[config.mk]
export PLATFORM = sky130hd
export DESIGN_NAME = stepper_axis_mover
export DESIGN_NICKNAME = d
export VERILOG_FILES = /design/src/rtl/sam_pkg.sv /design/src/rtl/sam_front.sv /design/src/rtl/sam_queue.sv /design/src/rtl/sam_back.sv /design/src/rtl/stepper_axis_mover.sv
export VERILOG_INCLUDE_DIRS = /design/src /design/src/rtl
export SDC_FILE = /design/constraint.sdc
export NUM_CORES = 1
export LEC_CHECK = 0
export BUFFER_PORTS_ARGS = -buffer_cell sky130_fd_sc_hd__buf_2
export CORE_MARGIN = 2
export CORE_UTILIZATION = 55
export DETAILED_ROUTE_END_ITERATION = 8
export PLACE_DENSITY_LB_ADDON = 0.05
export REMOVE_ABC_BUFFERS = 1
export SETUP_SLACK_MARGIN = 0.02
export SYNTH_ARGS = -nofsm -noshare
export SYNTH_HDL_FRONTEND = slang
export SYNTH_HIERARCHICAL = 1
export SYNTH_SLANG_ARGS = --single-unit
[constraint.sdc]
create_clock -name clock -period 4.83 [get_ports clock]
set_input_delay 0.483 -clock clock [delete_from_list [all_inputs] [get_ports clock]]
set_output_delay 0.483 -clock clock [all_outputs]
set_load 0.01 [all_outputs]
[src/rtl/stepper_axis_mover_defines.svh]
// Assertion macros shared by the stepper axis mover RTL.
`ifndef STEPPER_AXIS_MOVER_DEFINES_SVH
`define STEPPER_AXIS_MOVER_DEFINES_SVH

// Whenever ante holds on a clock edge, cons must hold on that same edge.
`define SAM_ASSERT_IMPLY(lbl, clk, rst, ante, cons) \
   lbl: assert property (@(posedge clk) disable iff (rst) (ante) |-> (cons)) \
      else $error("stepper axis mover: implication check failed");

// The condition must never hold on any clock edge.
`define SAM_ASSERT_NEVER(lbl, clk, rst, cond) \
   lbl: assert property (@(posedge clk) disable iff (rst) !(cond)) \
      else $error("stepper axis mover: forbidden condition seen");

`endif

[src/rtl/sam_pkg.sv]
// Shared types and constants of the stepper axis mover.
package sam_pkg;

   localparam int POSITION_BITS_DEF = 32;
   localparam int WAIT_BITS         = 10;
   localparam int QUEUE_DEPTH       = 2;

   localparam logic [WAIT_BITS-1:0] WAIT_NUMERATOR = WAIT_BITS'(10 * 100);

   localparam logic DIR_UP   = 1'b0;
   localparam logic DIR_DOWN = 1'b1;

   localparam logic KIND_TICK = 1'b0;
   localparam logic KIND_MOVE = 1'b1;

   typedef enum logic [2:0] {
      ST_IDLE    = 3'd0,
      ST_MOVING  = 3'd1,
      ST_ARRIVED = 3'd2,
      ST_LIMIT   = 3'd3,
      ST_REJECT  = 3'd4
   } status_type;

   typedef struct packed {
      logic               kind;
      logic signed [31:0] target;
      logic [7:0]         speed;
      logic               min_switch_n;
      logic               max_switch_n;
   } req_type;

   typedef struct packed {
      logic               step_pulse;
      logic               direction;
      logic signed [31:0] position;
      logic               min_hit;
      logic               max_hit;
      logic [2:0]         status;
   } rsp_type;

   // Classified command handed from the front to the back through the queue.
   typedef struct packed {
      logic                 is_move;
      logic                 speed_zero;
      logic [WAIT_BITS-1:0] reload;
      logic                 min_switch_n;
      logic                 max_switch_n;
   } job_type;

endpackage

[src/rtl/sam_front.sv]
// Front end: accepts items, classifies them and divides out the step wait.
module sam_front #(
   parameter int POSITION_BITS = sam_pkg::POSITION_BITS_DEF
) (
   input  logic                     clock,
   input  logic                     reset,
   input  logic                     req_valid,
   output logic                     req_stall,
   input  sam_pkg::req_type         req_data,
   output logic                     push,
   output sam_pkg::job_type         push_cmd,
   output logic [POSITION_BITS-1:0] push_goal,
   input  logic                     queue_full
);
   import sam_pkg::*;

   localparam int CNT_BITS = $clog2(WAIT_BITS);

   typedef enum logic [2:0] {
      FS_IDLE = 3'b001,
      FS_DIV  = 3'b010,
      FS_PUSH = 3'b100
   } front_state_type;

   front_state_type          state_ff, state_in;
   job_type                  cmd_ff, cmd_in;
   logic [POSITION_BITS-1:0] goal_ff, goal_in;
   logic [7:0]               rem_ff, rem_in;
   logic [WAIT_BITS-1:0]     quo_ff, quo_in;
   logic [7:0]               div_ff, div_in;
   logic [CNT_BITS-1:0]      cnt_ff, cnt_in;

   logic       req_accept;
   logic [8:0] trial;
   logic       trial_ge;

   assign req_stall  = (state_ff != FS_IDLE);
   assign req_accept = req_valid && (state_ff == FS_IDLE);
   assign push       = (state_ff == FS_PUSH) && !queue_full;
   assign push_cmd   = cmd_ff;
   assign push_goal  = goal_ff;

   // One restoring division step: bring down the next dividend bit.
   assign trial    = {rem_ff, quo_ff[WAIT_BITS-1]};
   assign trial_ge = (trial >= {1'b0, div_ff});

   always_comb begin
      state_in = state_ff;
      cmd_in   = cmd_ff;
      goal_in  = goal_ff;
      rem_in   = rem_ff;
      quo_in   = quo_ff;
      div_in   = div_ff;
      cnt_in   = cnt_ff;
      unique case (state_ff)
         FS_IDLE: begin
            if (req_accept) begin
               cmd_in.is_move      = (req_data.kind == KIND_MOVE);
               cmd_in.speed_zero   = (req_data.speed == 8'd0);
               cmd_in.reload       = '0;
               cmd_in.min_switch_n = req_data.min_switch_n;
               cmd_in.max_switch_n = req_data.max_switch_n;
               goal_in             = POSITION_BITS'(req_data.target);
               rem_in              = '0;
               quo_in              = WAIT_NUMERATOR;
               div_in              = req_data.speed;
               cnt_in              = '0;
               if (req_data.kind == KIND_MOVE && req_data.speed != 8'd0) begin
                  state_in = FS_DIV;
               end else begin
                  state_in = FS_PUSH;
               end
            end
         end
         FS_DIV: begin
            rem_in = trial_ge ? 8'(trial - {1'b0, div_ff}) : trial[7:0];
            quo_in = {quo_ff[WAIT_BITS-2:0], trial_ge};
            cnt_in = cnt_ff + CNT_BITS'(1);
            if (cnt_ff == CNT_BITS'(WAIT_BITS - 1)) begin
               cmd_in.reload = quo_in;
               state_in      = FS_PUSH;
            end
         end
         FS_PUSH: begin
            if (!queue_full) begin
               state_in = FS_IDLE;
            end
         end
         default: begin
            state_in = FS_IDLE;
         end
      endcase
   end

   always_ff @(posedge clock) begin
      if (reset) begin
         state_ff <= FS_IDLE;
      end else begin
         state_ff <= state_in;
      end
      cmd_ff  <= cmd_in;
      goal_ff <= goal_in;
      rem_ff  <= rem_in;
      quo_ff  <= quo_in;
      div_ff  <= div_in;
      cnt_ff  <= cnt_in;
   end

endmodule

[src/rtl/sam_queue.sv]
// Short register queue that decouples the front end from the back end.
`include "stepper_axis_mover_defines.svh"

module sam_queue #(
   parameter int WIDTH = sam_pkg::POSITION_BITS_DEF + $bits(sam_pkg::job_type),
   parameter int DEPTH = sam_pkg::QUEUE_DEPTH
) (
   input  logic             clock,
   input  logic             reset,
   input  logic             push,
   input  logic [WIDTH-1:0] push_data,
   output logic             full,
   input  logic             pop,
   output logic [WIDTH-1:0] pop_data,
   output logic             not_empty
);

   localparam int PTR_BITS = (DEPTH > 1) ? $clog2(DEPTH) : 1;
   localparam int CNT_BITS = $clog2(DEPTH + 1);

   logic [WIDTH-1:0]    entry_ff [DEPTH];
   logic [PTR_BITS-1:0] wr_ptr_ff, wr_ptr_in;
   logic [PTR_BITS-1:0] rd_ptr_ff, rd_ptr_in;
   logic [CNT_BITS-1:0] count_ff, count_in;

   assign full      = (count_ff == CNT_BITS'(DEPTH));
   assign not_empty = (count_ff != '0);
   assign pop_data  = entry_ff[rd_ptr_ff];

   always_comb begin
      wr_ptr_in = wr_ptr_ff;
      rd_ptr_in = rd_ptr_ff;
      count_in  = count_ff;
      if (push) begin
         wr_ptr_in = (wr_ptr_ff == PTR_BITS'(DEPTH - 1)) ? '0 : wr_ptr_ff + PTR_BITS'(1);
      end
      if (pop) begin
         rd_ptr_in = (rd_ptr_ff == PTR_BITS'(DEPTH - 1)) ? '0 : rd_ptr_ff + PTR_BITS'(1);
      end
      if (push && !pop) begin
         count_in = count_ff + CNT_BITS'(1);
      end else if (pop && !push) begin
         count_in = count_ff - CNT_BITS'(1);
      end
   end

   always_ff @(posedge clock) begin
      if (reset) begin
         wr_ptr_ff <= '0;
         rd_ptr_ff <= '0;
         count_ff  <= '0;
      end else begin
         wr_ptr_ff <= wr_ptr_in;
         rd_ptr_ff <= rd_ptr_in;
         count_ff  <= count_in;
      end
      if (push) begin
         entry_ff[wr_ptr_ff] <= push_data;
      end
   end

   `SAM_ASSERT_NEVER(a_no_overflow, clock, reset, push && full)
   `SAM_ASSERT_NEVER(a_no_underflow, clock, reset, pop && !not_empty)
   `SAM_ASSERT_NEVER(a_count_bound, clock, reset, count_ff > CNT_BITS'(DEPTH))

endmodule

[src/rtl/sam_back.sv]
// Back end: runs the axis state for each command and holds the result register.
`include "stepper_axis_mover_defines.svh"

module sam_back #(
   parameter int POSITION_BITS = sam_pkg::POSITION_BITS_DEF
) (
   input  logic                     clock,
   input  logic                     reset,
   input  logic                     cmd_valid,
   input  sam_pkg::job_type         cmd,
   input  logic [POSITION_BITS-1:0] cmd_goal,
   output logic                     cmd_pop,
   output logic                     rsp_valid,
   input  logic                     rsp_stall,
   output sam_pkg::rsp_type         rsp_data
);
   import sam_pkg::*;

   logic [POSITION_BITS-1:0] pos_ff, pos_in;
   logic [POSITION_BITS-1:0] goal_ff, goal_in;
   logic                     dir_ff, dir_in;
   logic                     moving_ff, moving_in;
   logic [WAIT_BITS-1:0]     reload_ff, reload_in;
   logic [WAIT_BITS-1:0]     wc_ff, wc_in;
   logic                     min_ff, min_in;
   logic                     max_ff, max_in;
   status_type               status_ff, status_in;
   logic                     rsp_valid_ff, rsp_valid_in;
   rsp_type                  rsp_data_ff, rsp_data_in;

   logic                 step;
   logic                 open_period;
   logic [WAIT_BITS-1:0] wc_dec;

   assign cmd_pop   = cmd_valid && (!rsp_valid_ff || !rsp_stall);
   assign rsp_valid = rsp_valid_ff;
   assign rsp_data  = rsp_data_ff;

   always_comb begin
      pos_in      = pos_ff;
      goal_in     = goal_ff;
      dir_in      = dir_ff;
      moving_in   = moving_ff;
      reload_in   = reload_ff;
      wc_in       = wc_ff;
      min_in      = min_ff;
      max_in      = max_ff;
      status_in   = status_ff;
      step        = 1'b0;
      open_period = 1'b0;
      wc_dec      = wc_ff - WAIT_BITS'(wc_ff != '0);
      if (cmd_pop) begin
         if (cmd.is_move) begin
            if (cmd.speed_zero) begin
               moving_in = 1'b0;
               wc_in     = '0;
               status_in = ST_REJECT;
            end else begin
               goal_in     = cmd_goal;
               reload_in   = cmd.reload;
               dir_in      = ($signed(cmd_goal) > $signed(pos_ff)) ? DIR_UP : DIR_DOWN;
               open_period = 1'b1;
            end
         end else if (moving_ff) begin
            wc_in = wc_dec;
            if (wc_dec == '0) begin
               step        = 1'b1;
               pos_in      = (dir_ff == DIR_UP) ? pos_ff + POSITION_BITS'(1)
                                                : pos_ff - POSITION_BITS'(1);
               open_period = 1'b1;
            end
         end
         // A new step period checks for arrival first, then samples the switches.
         if (open_period) begin
            if (pos_in == goal_in) begin
               moving_in = 1'b0;
               status_in = ST_ARRIVED;
            end else begin
               min_in = min_ff | ~cmd.min_switch_n;
               max_in = max_ff | ~cmd.max_switch_n;
               if ((min_in && dir_in == DIR_DOWN) || (max_in && dir_in == DIR_UP)) begin
                  moving_in = 1'b0;
                  status_in = ST_LIMIT;
               end else begin
                  wc_in     = reload_in;
                  moving_in = 1'b1;
                  status_in = ST_MOVING;
               end
            end
         end
      end

      rsp_data_in            = rsp_data_ff;
      rsp_valid_in           = rsp_valid_ff && rsp_stall;
      if (cmd_pop) begin
         rsp_valid_in         = 1'b1;
         rsp_data_in.step_pulse = step;
         rsp_data_in.direction  = dir_in;
         rsp_data_in.position   = 32'(pos_in);
         rsp_data_in.min_hit    = min_in;
         rsp_data_in.max_hit    = max_in;
         rsp_data_in.status     = status_in;
      end
   end

   always_ff @(posedge clock) begin
      if (reset) begin
         pos_ff       <= '0;
         goal_ff      <= '0;
         dir_ff       <= DIR_UP;
         moving_ff    <= 1'b0;
         reload_ff    <= '0;
         wc_ff        <= '0;
         min_ff       <= 1'b0;
         max_ff       <= 1'b0;
         status_ff    <= ST_IDLE;
         rsp_valid_ff <= 1'b0;
      end else begin
         pos_ff       <= pos_in;
         goal_ff      <= goal_in;
         dir_ff       <= dir_in;
         moving_ff    <= moving_in;
         reload_ff    <= reload_in;
         wc_ff        <= wc_in;
         min_ff       <= min_in;
         max_ff       <= max_in;
         status_ff    <= status_in;
         rsp_valid_ff <= rsp_valid_in;
      end
      rsp_data_ff <= rsp_data_in;
   end

   `SAM_ASSERT_IMPLY(a_moving_has_wait, clock, reset, moving_ff, wc_ff != '0)
   `SAM_ASSERT_IMPLY(a_moving_not_there, clock, reset, moving_ff, pos_ff != goal_ff)
   `SAM_ASSERT_IMPLY(a_step_status, clock, reset, rsp_valid_ff && rsp_data_ff.step_pulse,
      rsp_data_ff.status != ST_IDLE && rsp_data_ff.status != ST_REJECT)

endmodule

[src/rtl/stepper_axis_mover.sv]
// Top level of the stepper axis mover: front end, command queue and back end.
//
//   Channel  Ports                           Direction  Contents
//   request  req_valid, req_stall, req_data  in         tick or move item
//   response rsp_valid, rsp_stall, rsp_data  out        one result per item
//
// The front takes no new item until the last one is in the queue; a move with nonzero
// speed holds it while its radix-2 divider forms 1000/speed, one quotient bit a cycle.
// Each popped command is handled by the back end, which writes the result register.
// Reset is synchronous and returns the axis to position zero, idle, latches clear.
// A stalled result stops the back end; the queue then fills and stalls the request side.
module stepper_axis_mover #(
   parameter int POSITION_BITS = sam_pkg::POSITION_BITS_DEF
) (
   input  logic             clock,
   input  logic             reset,
   input  logic             req_valid,
   output logic             req_stall,
   input  sam_pkg::req_type req_data,
   output logic             rsp_valid,
   input  logic             rsp_stall,
   output sam_pkg::rsp_type rsp_data
);
   import sam_pkg::*;

   localparam int CMD_BITS   = $bits(job_type);
   localparam int ENTRY_BITS = POSITION_BITS + CMD_BITS;

   logic                     push;
   job_type                  push_cmd;
   logic [POSITION_BITS-1:0] push_goal;
   logic                     queue_full;
   logic                     pop;
   logic [ENTRY_BITS-1:0]    pop_data;
   logic                     queue_valid;
   job_type                  pop_cmd;
   logic [POSITION_BITS-1:0] pop_goal;

   assign pop_cmd  = job_type'(pop_data[CMD_BITS-1:0]);
   assign pop_goal = pop_data[ENTRY_BITS-1:CMD_BITS];

   sam_front #(
      .POSITION_BITS(POSITION_BITS)
   ) u_front (
      .clock      (clock),
      .reset      (reset),
      .req_valid  (req_valid),
      .req_stall  (req_stall),
      .req_data   (req_data),
      .push       (push),
      .push_cmd   (push_cmd),
      .push_goal  (push_goal),
      .queue_full (queue_full)
   );

   sam_queue #(
      .WIDTH (ENTRY_BITS),
      .DEPTH (QUEUE_DEPTH)
   ) u_queue (
      .clock     (clock),
      .reset     (reset),
      .push      (push),
      .push_data ({push_goal, push_cmd}),
      .full      (queue_full),
      .pop       (pop),
      .pop_data  (pop_data),
      .not_empty (queue_valid)
   );

   sam_back #(
      .POSITION_BITS(POSITION_BITS)
   ) u_back (
      .clock     (clock),
      .reset     (reset),
      .cmd_valid (queue_valid),
      .cmd       (pop_cmd),
      .cmd_goal  (pop_goal),
      .cmd_pop   (pop),
      .rsp_valid (rsp_valid),
      .rsp_stall (rsp_stall),
      .rsp_data  (rsp_data)
   );

endmodule
==> results of run 1 <==
[cell usage in the layout, fill, tap and decap left out, types with 12 or more instances in the layout]
cell                          n
sky130_fd_sc_hd__xor2_1      17
sky130_fd_sc_hd__mux2_2      58
sky130_fd_sc_hd__nand2_1    178
sky130_fd_sc_hd__mux2i_1     43
sky130_fd_sc_hd__clkbuf_16   36
sky130_fd_sc_hd__buf_4       43
sky130_fd_sc_hd__o31ai_1     14
sky130_fd_sc_hd__ha_1        75
sky130_fd_sc_hd__edfxtp_1   207
sky130_fd_sc_hd__nor2_1      80
sky130_fd_sc_hd__xnor2_1     40
sky130_fd_sc_hd__nor3_1      36
sky130_fd_sc_hd__buf_2       86
sky130_fd_sc_hd__dfxtp_1     99
sky130_fd_sc_hd__inv_1       63
sky130_fd_sc_hd__a21o_1      19
sky130_fd_sc_hd__and3_1      20
sky130_fd_sc_hd__o211ai_1    12
sky130_fd_sc_hd__nand4_1     25
sky130_fd_sc_hd__nand3_1     30
sky130_fd_sc_hd__o21ai_0     58
sky130_fd_sc_hd__nand2b_1    19
sky130_fd_sc_hd__nor2b_1     52
sky130_fd_sc_hd__a21oi_1    127
[flip-flops by register name (all words and copies together), names as in the netlist, named ones only]
register,count
u_queue/rd_ptr_ff,1
u_back/moving_ff,1
u_back/dir_ff,1
u_front/rem_ff,8
u_queue/entry_ff,92
u_back/wc_ff,10
u_back/pos_ff,32
u_front/cnt_ff,4
u_back/max_ff,1
u_front/state_ff,3
u_back/rsp_valid,1
u_front/push_cmd,14
u_back/reload_ff,10
u_back/min_ff,1
u_queue/count_ff,2
u_queue/wr_ptr_ff,1
u_back/goal_ff,32
u_front/div_ff,8
u_front/push_goal,32
u_back/rsp_data,39
u_back/status_ff,3
u_front/quo_ff,10
[stage by stage]
step | setup TNS (ps) | utilization
floorplan | -113270 | -
global placement | 0 | 0.590
detailed placement | 0 | 0.590
CTS | 0 | 0.630
global route | 0 | 0.630
finish | 0 | 0.630
[worst register-to-register path, delay by kind of cell (launching register included)]
| family | cells | cell delay, ps |
|---|---|---|
| multiplexers | 2 | 790 |
| AND/OR/NAND/NOR | 4 | 830 |
| flip-flops | 1 | 640 |
| adder cells (fa/ha/maj) | 1 | 320 |
| buffers and inverters | 1 | 190 |
| AO/OA/AOI/OAI | 8 | 1660 |
[cells by family (layout without fill, tap and decap cells)]
kind of cell | count (synthesis) | count (layout) | synth area share
compound gates | 360 | 360 | 0.151
xor+xnor | 57 | 57 | 0.0305
fa+ha+maj | 77 | 77 | 0.0597
buf+inv | 136 | 263 | 0.0357
flops | 307 | 307 | 0.502
mux | 101 | 101 | 0.0661
simple gates | 509 | 509 | 0.155
[how the worst min path moves through the flow]
stage / start / to / slack [ps] / depth (start not counted)
3_5_place_dp: u_front/push_goal[17] / u_queue/entry_ff[1][31] / 430 / 0
4_1_cts: req_data[28] / u_front/push_goal[18] / 110 / 1
6_report: req_data[40] / u_front/push_goal[30] / 130 / 1
5_1_grt: req_data[20] / u_front/push_goal[10] / 110 / 1
2_1_floorplan: u_front/push_cmd[0] / u_queue/entry_ff[0][0] / 420 / 0
3_3_place_gp: u_front/push_goal[28] / u_queue/entry_ff[0][42] / 420 / 0
[routing by layer]
| metal | vias to the layer above | global-route usage |
|---|---|---|
| met1 | 5747 | 0.405 |
| li1 | 5902 | - |
| met5 | - | 0 |
| met2 | 371 | 0.386 |
| met3 | 63 | 0.0353 |
| met4 | 0 | 0.0640 |
[final cells by class]
| type | instances | share of cell area |
|---|---|---|
| sequential | 307 | 0.442 |
| multi-input combinational | 1104 | 0.409 |
| clock buffer | 46 | 0.0510 |
| timing repair buffer | 133 | 0.0448 |
| tap | 390 | 0.0263 |
| inverter | 66 | 0.0133 |
| clock inverter | 18 | 0.0130 |
[power groups by stage]
stage	Sequential, uW	Combinational, uW	Clock, uW
6_report	3280	2070	2690
5_1_grt	3310	2260	2860
4_1_cts	3280	2060	2750
3_5_place_dp	3340	2050	0
2_1_floorplan	3430	1180	0
3_3_place_gp	3330	2030	0
[what timing repair did]
action,CTS,global route
resized for setup,0,2
setup buffers,0,0
endpoints found under the setup margin,0,6
endpoints found under the hold margin,0,0
==> run summary, run 1 <==
Starting density of the core = 0.556
Peak clock frequency supported by timing = 0.221 GHz
Reg2reg end = u_back/wc_ff[9]
Uppermost metal layer occupied by signal nets = met4
Count of filler cells inserted in the layout = 2397
CTS tree = built
Drt initial violations = 1039
Critical path depth = 16
Switching Share = 0.308
Insertion delay to the later sink of the worst-skew pair = 530 ps
Die ar. = 31200 um^2
Remaining max-slew budget at the tightest pin = 0.334
Routed metal-1 wirelength = 20000 um
Synth cell count leaders = sky130_fd_sc_hd__edfxtp_1, sky130_fd_sc_hd__nand2_1, sky130_fd_sc_hd__a21oi_1
Global-route wire length before repair = 63700 um
Routability cong. = 0.892
Multi-input gate area = 7600 um^2
Instance area after placement = 17400 um^2
CP max-delay cell = sky130_fd_sc_hd__dfxtp_2
Die height = 177 um
Maximum clock path buffer count = 3
Critical-path maximum fanout = 19
Clock input transition at the sequential cells of the worst setup and hold paths = 60 ps
Via count of the first global-routing pass = 11400
Detailed Place HPWL = 29300 um
Reg power frac = 0.408
List of cells traversed by the critical path = mux2_2 > ha_1 > a21o_1 > a21o_1 > a21oi_1 > nor2b_1 > o21ai_0 > nand4_1 > nor3_1 > buf_4 > mux2_2 > o211ai_1 > o21ai_4 > a21o_4 > or2_4 > o221a_1
Most area-consuming cells after synthesis = sky130_fd_sc_hd__edfxtp_1, sky130_fd_sc_hd__dfxtp_1, sky130_fd_sc_hd__ha_1, sky130_fd_sc_hd__nand2_1, sky130_fd_sc_hd__mux2_2
Antenna violations before repair = 0
Number of slew-limit violations in the final report = 0
Register-to-register setup slack = 300 ps
Crit path time final = 4530 ps
Sequential share of the synthesized area = 0.502
Post-DR wirelength/cell = 19.5 um
Portion of synthesized cell area occupied by the leading cell type = 0.379
Unrepaired setup endpoints after global routing = false
Site Rows = 63
Core ar. = 29500 um^2
# setup viols final = 0
Async set-reset flop share out of synthesis = 0
Number of nets with antenna violations after routing = 0
Vias post-DR = 12100
Total gr overflow = 0
Total iterations of the first detailed-routing run = 5
Synth Flop Type = sky130_fd_sc_hd__edfxtp_1
Worst r2r path cells = 16
Count of mapped cells out of synthesis = 1547
Synth Warn # = 6
Post-place setup slack = 310 ps
Slew at the pin closest to its max-slew limit = 997 ps
Nets = 1771
Routed via count divided by cell count = 5.85
Post-synthesis cell area = 16400 um^2
Post-cts hold buffer count = 0
Sum of routed wire length over all layers = 40300 um
Synthesized area per cell = 10.6 um^2
Hold Vio Cnt, Final = 0
Worst Slack Setup Final = 298 ps
Capture point of the critical path = u_back/wc_ff[9]
Combinational group share of total power = 0.257
# DRC = 0
Final non-filler cell total = 2064
Yosys cell types = 101
Overall Power = 8040 uW
Stage delay of the slowest cell on the critical path = 640 ps
Data required time at the worst endpoint = 5240 ps
Critical Setup Path Class = flip-flop to flip-flop
Number of placed instances with taps included = 2000
Type of the most critical hold path = input port to flip-flop
Most common cell in the synthesized netlist = sky130_fd_sc_hd__edfxtp_1
Final instance area = 18600 um^2
Power per cell area = 433 nW/um^2
Proportion of layout cells with a drive suffix above 1 = 0.178
Run status = finished, final reports clean
Min Hold Slack = 128 ps
Count of state elements after synthesis = 307
H-tree depth = 2
Number of max-cap violations = 0
Length of routed met2 wiring = 17100 um
Data arrival, critical path = 4940 ps
Clock power share = 0.335
Layout Skew = 14.2 ps
Lkg Pwr = 0.00676 uW
CTS buffer count = 35
Crit end category = flip-flop
Top Ports = 88
Number of port buffers = 87
GR Util All Layers = 0.261
Synthesis-to-finish area growth = 13.4%
Horizontal die dimension = 177 um
Number of flops mapped to enable cells by yosys = 207
Largest net degree at the start of global routing = 63
Leading area contributor after synthesis = sky130_fd_sc_hd__edfxtp_1
Reg area = 8220 um^2
Total buffers and inverters traversed by the critical path = 1
IR Drop Worst-Case VDD = 0.316 mV
Clock root buffer = sky130_fd_sc_hd__clkbuf_16
Switching power = 2480 uW
TritonCTS sink count = 307
Wire length on met3 = 2300 um
Type of origin of the critical path = flip-flop
Ant diodes = 0
Internal power = 5560 uW
Largest delay contributor family on the critical path = compound AO/OA/AOI/OAI gates
Period Utilization, post-route = 0.938
Power figures use the tool's default switching activity.
==> run 2, diff against run 1 <==
--- a/config.mk
+++ b/config.mk
@@ -9,6 +9,7 @@
 export BUFFER_PORTS_ARGS = -buffer_cell sky130_fd_sc_hd__buf_2
 export CORE_MARGIN = 2
 export CORE_UTILIZATION = 55
+export CTS_BUF_LIST = sky130_fd_sc_hd__clkbuf_16
 export DETAILED_ROUTE_END_ITERATION = 8
 export PLACE_DENSITY_LB_ADDON = 0.05
 export REMOVE_ABC_BUFFERS = 1
==> run summary, run 2 (synthesis gave the netlist of run 1 again) <==
Crit end category = flip-flop
Clock root buffer = sky130_fd_sc_hd__clkbuf_16
Slew at the pin closest to its max-slew limit = 1000 ps (+6.47 ps)
Period Utilization, post-route = 0.938 (about the same)
Routability cong. = 0.892 (unchanged)
GR Util All Layers = 0.261 (unchanged)
Routed via count divided by cell count = 5.87 (+0.32%)
Site Rows = 63 (unchanged)
Crit path time final = 4530 ps (-2.13 ps)
Lkg Pwr = 0.00680 uW (+0.47%)
Number of slew-limit violations in the final report = 0 (unchanged)
Post-cts hold buffer count = 0 (unchanged)
CTS buffer count = 35 (unchanged)
Total gr overflow = 0 (unchanged)
Ant diodes = 0 (unchanged)
Data arrival, critical path = 4940 ps (about the same)
TritonCTS sink count = 307 (unchanged)
Run status = finished, final reports clean
H-tree depth = 2 (unchanged)
Unrepaired setup endpoints after global routing = false
Drt initial violations = 1050 (+1.1%)
Critical Setup Path Class = flip-flop to flip-flop
Critical-path maximum fanout = 19 (unchanged)
Via count of the first global-routing pass = 11400 (unchanged)
Number of max-cap violations = 0 (unchanged)
IR Drop Worst-Case VDD = 0.317 mV (+0.25%)
Insertion delay to the later sink of the worst-skew pair = 530 ps (about the same)
Number of nets with antenna violations after routing = 0 (unchanged)
Routed metal-1 wirelength = 20000 um (-0.22%)
Horizontal die dimension = 177 um (unchanged)
Uppermost metal layer occupied by signal nets = met4
Vias post-DR = 12100 (+0.32%)
Clock input transition at the sequential cells of the worst setup and hold paths = 60 ps (about the same)
Instance area after placement = 17400 um^2 (unchanged)
Count of filler cells inserted in the layout = 2398 (+0.042%)
Overall Power = 8010 uW (-0.37%)
Post-DR wirelength/cell = 19.5 um (+0.11%)
Hold path cells = 1 (unchanged)
Start point of the worst min-delay path = req_data[40]
Nets = 1771 (unchanged)
Number of port buffers = 87 (unchanged)
Worst Slack Setup Final = 300 ps (+2.13 ps)
Setup tns final = 0 ps (unchanged)
Peak clock frequency supported by timing = 0.221 GHz (about the same)
Largest register FFs = 92 (unchanged)
Post-place setup slack = 310 ps (unchanged)
CTS tree = built
Total iterations of the first detailed-routing run = 5 (unchanged)
Worst r2r path cells = 16 (unchanged)
Final instance area = 18600 um^2 (about the same)
Remaining max-slew budget at the tightest pin = 0.329 (-0.00432)
Antenna violations before repair = 0 (unchanged)
Highest-count cells in the layout ignoring fill and taps = sky130_fd_sc_hd__edfxtp_1, sky130_fd_sc_hd__nand2_1, sky130_fd_sc_hd__a21oi_1
Sum of routed wire length over all layers = 40300 um (+0.11%)
Number of gates resized after CTS = 0 (unchanged)
Synthesis-to-finish area growth = 13.4% (about the same)
Largest net degree at the start of global routing = 63 (unchanged)
Proportion of layout cells with a drive suffix above 1 = 0.177 (-0.000597)
# setup viols final = 0 (unchanged)
Top Ports = 88 (unchanged)
Min Hold Slack = 128 ps (-0.441 ps)
Most common library cell in the layout ignoring fill and taps = sky130_fd_sc_hd__edfxtp_1
Maximum clock path buffer count = 3 (unchanged)
Type of origin of the critical path = flip-flop
Die height = 177 um (unchanged)
Global-route wire length before repair = 63700 um (unchanged)
Starting density of the core = 0.556 (unchanged)
Length of routed met2 wiring = 17100 um (about the same)
Core ar. = 29500 um^2 (unchanged)
Data required time at the worst endpoint = 5240 ps (about the same)
Wire length on met3 = 2410 um (+5.0%)
Power per cell area = 431 nW/um^2 (-0.32%)
Hold Vio Cnt, Final = 0 (unchanged)
Post-CTS setup buffer count = 0 (unchanged)
Die ar. = 31200 um^2 (unchanged)
Detailed Place HPWL = 29300 um (unchanged)
Layout Skew = 14.3 ps (+0.117 ps)
# DRC = 0 (unchanged)
Type of the most critical hold path = input port to flip-flop
Register with the highest flop count = u_queue/entry_ff
## run 2: changes by cell type in the layout (fill, tap and decap cells not counted), sizes merged
cell,change
clkbuf,-10
inv,+9
clkinv,+1
## run 2: stage by stage
step                utilization  instances
floorplan                     -       1477
global placement          0.590       2000
detailed placement        0.590       2000
CTS                       0.630       2064
global route              0.630       2064
finish                    0.630       2064
## run 2: power breakdown
part | leakage [uW] | switching (uW) | internal (uW)
clock network | 0.000600 | 1070 | 1590
registers | 0.00274 | 132 | 3150
logic | 0.00346 | 1280 | 792
## run 2: final timing paths
kind,end,slack [ps]
worst max-delay path,u_back/wc_ff[9],300
worst min-delay path,u_front/push_goal[30],130
worst max register to register,u_back/wc_ff[9],300
worst min register to register,u_queue/entry_ff[1][31],440
## run 2: area by class of cell
class | instances | area [um^2] | area share
clock buffers | 36 | 901 | 0.0485
clock inverters | 28 | 279 | 0.0150
inverters | 66 | 248 | 0.0133
multi-input cells | 1104 | 7600 | 0.409
flip-flops and latches | 307 | 8220 | 0.443
well taps | 390 | 488 | 0.0263
repair buffers | 133 | 833 | 0.0449
## run 2: routing by layer
layer / vias to the layer above / GRT usage
met5: - / 0
met4: 0 / 0.0640
met3: 61 / 0.0353
met2: 404 / 0.386
met1: 5759 / 0.405
li1: 5898 / -
## run 2: worst max-delay path, cell delays in order, from the launching register on
cell	delay [ps]
sky130_fd_sc_hd__dfxtp_2	640
sky130_fd_sc_hd__mux2_2	430
sky130_fd_sc_hd__ha_1	320
sky130_fd_sc_hd__a21o_1	180
sky130_fd_sc_hd__a21o_1	170
sky130_fd_sc_hd__a21oi_1	170
sky130_fd_sc_hd__nor2b_1	70
sky130_fd_sc_hd__o21ai_0	250
sky130_fd_sc_hd__nand4_1	210
sky130_fd_sc_hd__nor3_1	300
sky130_fd_sc_hd__buf_4	190
sky130_fd_sc_hd__mux2_2	340
sky130_fd_sc_hd__o211ai_1	270
sky130_fd_sc_hd__o21ai_4	130
sky130_fd_sc_hd__a21o_4	230
sky130_fd_sc_hd__or2_4	250
sky130_fd_sc_hd__o221a_1	260
